[config.mk]
export PLATFORM = sky130hd
export DESIGN_NAME = icfs_ram
export DESIGN_NICKNAME = d
export VERILOG_FILES = /design/src/hdl/icfs_ram.sv
export SDC_FILE = /design/constraint.sdc
export NUM_CORES = 2
export LEC_CHECK = 0
export ABC_CLOCK_PERIOD_IN_PS = 3900
export BUFFER_PORTS_ARGS = -buffer_cell sky130_fd_sc_hd__buf_2
export CAP_MARGIN = 5
export CORE_MARGIN = 5
export CORE_UTILIZATION = 45
export DETAILED_ROUTE_END_ITERATION = 10
export PLACE_DENSITY = 0.59
export SYNTH_ARGS = -nofsm -noshare
export SYNTH_HDL_FRONTEND = slang
export SYNTH_SLANG_ARGS = --single-unit
[constraint.sdc]
create_clock -name clk_i -period 3.9 [get_ports clk_i]
set_input_delay 0.39 -clock clk_i [delete_from_list [all_inputs] [get_ports clk_i]]
set_output_delay 0.39 -clock clk_i [all_outputs]
set_load 0.1 [all_outputs]
[src/hdl/icfs_ram.sv]
`timescale 1ns / 1ps
`default_nettype none
module icfs_ram #(
  parameter int unsigned Width = 32,
  parameter int unsigned Depth = 64
) (
  input  wire logic                     clk_i,
  input  wire logic                     we_i,
  input  wire logic [$clog2(Depth)-1:0] waddr_i,
  input  wire logic [Width-1:0]         wdata_i,
  input  wire logic [$clog2(Depth)-1:0] raddr_i,
  output logic      [Width-1:0]         rdata_o
);

  logic [Width-1:0] mem_q [Depth];

  always_ff @(posedge clk_i) begin
    if (we_i) begin
      mem_q[waddr_i] <= wdata_i;
    end
    rdata_o <= mem_q[raddr_i];
  end

endmodule
`default_nettype wire

Word-level counts from Yosys, hierarchy flattened:

Memory sizes are Yosys's and may differ from the RTL's. A register that Yosys moved wholly into a read port is not among the register bits.
Cells that the tools add are included.

* multiplexer cells: 2

Operators with widths (count)
* two-way mux 1 bit: 2

* bits in registers: 0
* output and inout bits: 32
* memory bits (writable): 2048
* memories kept: 1

Memories
* mem_q: depth 64, bits a word 32, rd ports 1, clocked after memory_dff 1, wr ports 1, RTL line 15 `logic [Width-1:0] mem_q [Depth];`

Logic depth before layout (Yosys ltp):

* word-level depth: 2
* gate-level depth with buffers: 10
* depth with buffers taken out: 5

Worst setup path after synthesis:

Ideal clock, no wire load.

* path type: input-to-reg
* start point: in waddr_i[3]
* end point: mem mem_q[48][0] (enable)
* required time: 3.439 ns
* path slack: 0.350 ns
* path buffers: 1
* stages: 4
* data arrival time: 3.089 ns
* setup time: 0.461 ns
* cells stage by stage: clkbuf_1 -> nor2b_1 -> nand4b_1 -> nor3_1

RTL lines
* start, declared: RTL line 9 `input wire logic [$clog2(Depth)-1:0] waddr_i,`
* end, declared: RTL line 15

No word-level cell before the write port.

==> metrics.cfg <==
[setup_path]
worstSetupEndpoint = rdata_o[0]
r2r_end = rdata_o[0]
crit_arrival_ns = 3.33
r2r_slack_ns = 1.58
cp.required_ns = 4.59
r2r_start = mem_q[43][0]
crit_fanout = 49
cp-start-kind = input pin
critical_path_class = in2reg
r2r_cells = 4
end_kind = register
startpoint = raddr_i[1]

[clock_tree]
cts_resized = 0
cts_setup_buffers = 0
cts.clk_slew.worst_paths_ns = 0.06
clockBufferDepth = 3
cts_tree = done
numClockSinks = 2080
htreeDepth = 4
clk_latency_ns = 0.83
ctsRootBufferMaster = clkbuf_16
cts_inserted_buffers = 207

[routing]
wirelength_mm = 209.2
drc = 0
ant_nets = 0
num_vias = 37257
viasPerCell = 6.039
firstDrtPassIters = 7
first_iter_violations = 4778
routedWlPerCell_um = 33.92

[yosys]
synth_area_um2 = 78520
ys_warn_count = 0
ys_types = 34
syn-instance-count = 3324
avgSynthCellArea_um2 = 23.62
syn-num-nets = 3370
ys_seq_elements = 2080
ys_seq_area_share_pct = 79.14

[pwr]
p_per_area_nw_per_um2 = 522.1
worst_ir_drop_vdd_uv = 416.4
leakage_nw = 28.21

[timing]
setup_viol = 0
slew_headroom_pct = 18.03
grt_setup_unrepaired = no
max_freq_mhz = 378.6
tightest_slew_ns = 1.230
skew_ns = 0.04510
post-route-min-period_ns = 2.641
hold_ws_ns = 0.04490
fin_tns_setup_ns = 0
slew_violations = 0
hold_viol = 0
period_share_pct = 67.72

[cells_and_area]
drive_gt1_share_pct = 31.56
nets = 3696
fill_cells = 13342
synthToLayoutAreaGrowth_pct = 15.03
final_common_cell = edfxtp_1
mostFrequentLayoutCells = 2048 x edfxtp_1, 544 x mux4_2, 210 x clkbuf_16

[grt]
grt_first_pass_wirelength_mm = 293.2
antenna_found_initial = 17
grt_util_all_layers_pct = 23.12
globalRouteOverflowTotal = 0
grt_max_degree = 65
grt_pass1_vias = 37681

[placed_design]
io_buffers = 77
dp_hpwl_mm = 120.5
gp_congestion = 0.7826

[status]
status = finished clean

[floorplan]
die_x_um = 427.7
die_area_um2 = 182900
start_util_pct = 45.22
rows = 153
io_pins = 78
die_h_um = 427.7
core_area_um2 = 173600

[worst_hold_path]
hold_start = wdata_i[27]
min_path_type = in2reg

[job]
max-cap-violations = 0

-- worst max-delay path: stages --
cell and delay (ns):
buf_8 0.47, buf_4 0.28, buf_4 0.39, mux4_2 0.37, mux4_2 0.51, o22ai_1 0.73
nor2_1 0.10
-- cell usage after synthesis (all sizes together) --
library cell,instances,share of area [%]
nor3,7,0.045
o22ai,84,0.67
nand3b,5,0.048
edfxtp,2048,78
dfxtp,32,0.82
nand4,2,0.016
buf,108,0.77
a31oi,1,0.0080
mux4,544,16
a41o,4,0.051
clkbuf,74,0.35
mux2i,93,1.2
or2,3,0.024
nand4b,1,0.011
nor2,137,0.65
o32ai,4,0.045
nand3,5,0.032
nand2b,8,0.064
and3,4,0.032
or3,3,0.024
a22oi,12,0.11
nor2b,15,0.12
and2,2,0.016
a21oi,62,0.40
a311oi,8,0.089
nand2,26,0.12
o221ai,27,0.30
or3b,5,0.056
-- kinds of logic after synthesis --
family / Yosys count / share of synthesized area, %
AO/OA/AOI/OAI: 202 / 1.673
flip-flops: 2080 / 79.14
buffers and inverters: 182 / 1.128
AND/OR/NAND/NOR: 223 / 1.265
multiplexers: 637 / 16.79
-- worst min path at each step --
stage,endpoint,slack [ns],cells after the start
floorplan,mem_q[0][0],0.49,0
global placement,rdata_o[8],0.77,4
detailed placement,rdata_o[8],0.77,4
CTS,mem_q[40][27],0.007,1
global route,mem_q[50][0],0.02,1
finish,mem_q[53][27],0.04,1
-- registers in the layout (all words and copies together), names as in the netlist --
| name | count |
|---|---|
| mem_q | 2048 |
| rdata_o | 32 |
-- timing repair --
action	CTS	global route
hold buffers	3	0
endpoints found under the hold margin	65	0
endpoints found under the setup margin	0	0
-- where the power goes --
part           leakage, nW  internal (mW)  switching (mW)
clock                 3.29           11.2            8.43
combinational         6.22          0.878            1.82
sequential            18.7           24.8           0.113
total                 28.2           36.8            10.4
-- through the flow --
stage                     instances  util, %  setup slack (ns)  power (mW)  cell area [um2]
final                          6169    52.01             1.259       47.15            90310
after global routing           6163    52.01             1.201       48.65            90300
after CTS                      6159    52.00             1.333       47.55            90290
after detailed placement       5763    48.10            0.4376       28.07            83520
after global placement         5763    48.10            0.4538       28.05            83520
after floorplan                3324        -            0.3502       26.83            78520
-- final cells by class --
type / count / area [um2] / share of cell area (%)
multi-input combinational: 1062 / 15970 / 17.68
timing repair buffer: 299 / 2534 / 2.805
sequential: 2080 / 62140 / 68.80
clock buffer: 283 / 5669 / 6.277
tap: 2325 / 2909 / 3.221
clock inverter: 110 / 1069 / 1.183
antenna: 10 / 25.02 / 0.02771
-- layer usage --
| metal | track usage (%) | routed length, um | vias to the layer above |
|---|---|---|---|
| met5 | 0 | 34 | - |
| met1 | 33.02 | 84760 | 20248 |
| met3 | 5.178 | 18230 | 301 |
| met2 | 36.00 | 99570 | 1730 |
| met4 | 7.236 | 6645 | 6 |
| li1 | - | - | 14972 |
Power figures use the tool's default switching activity.
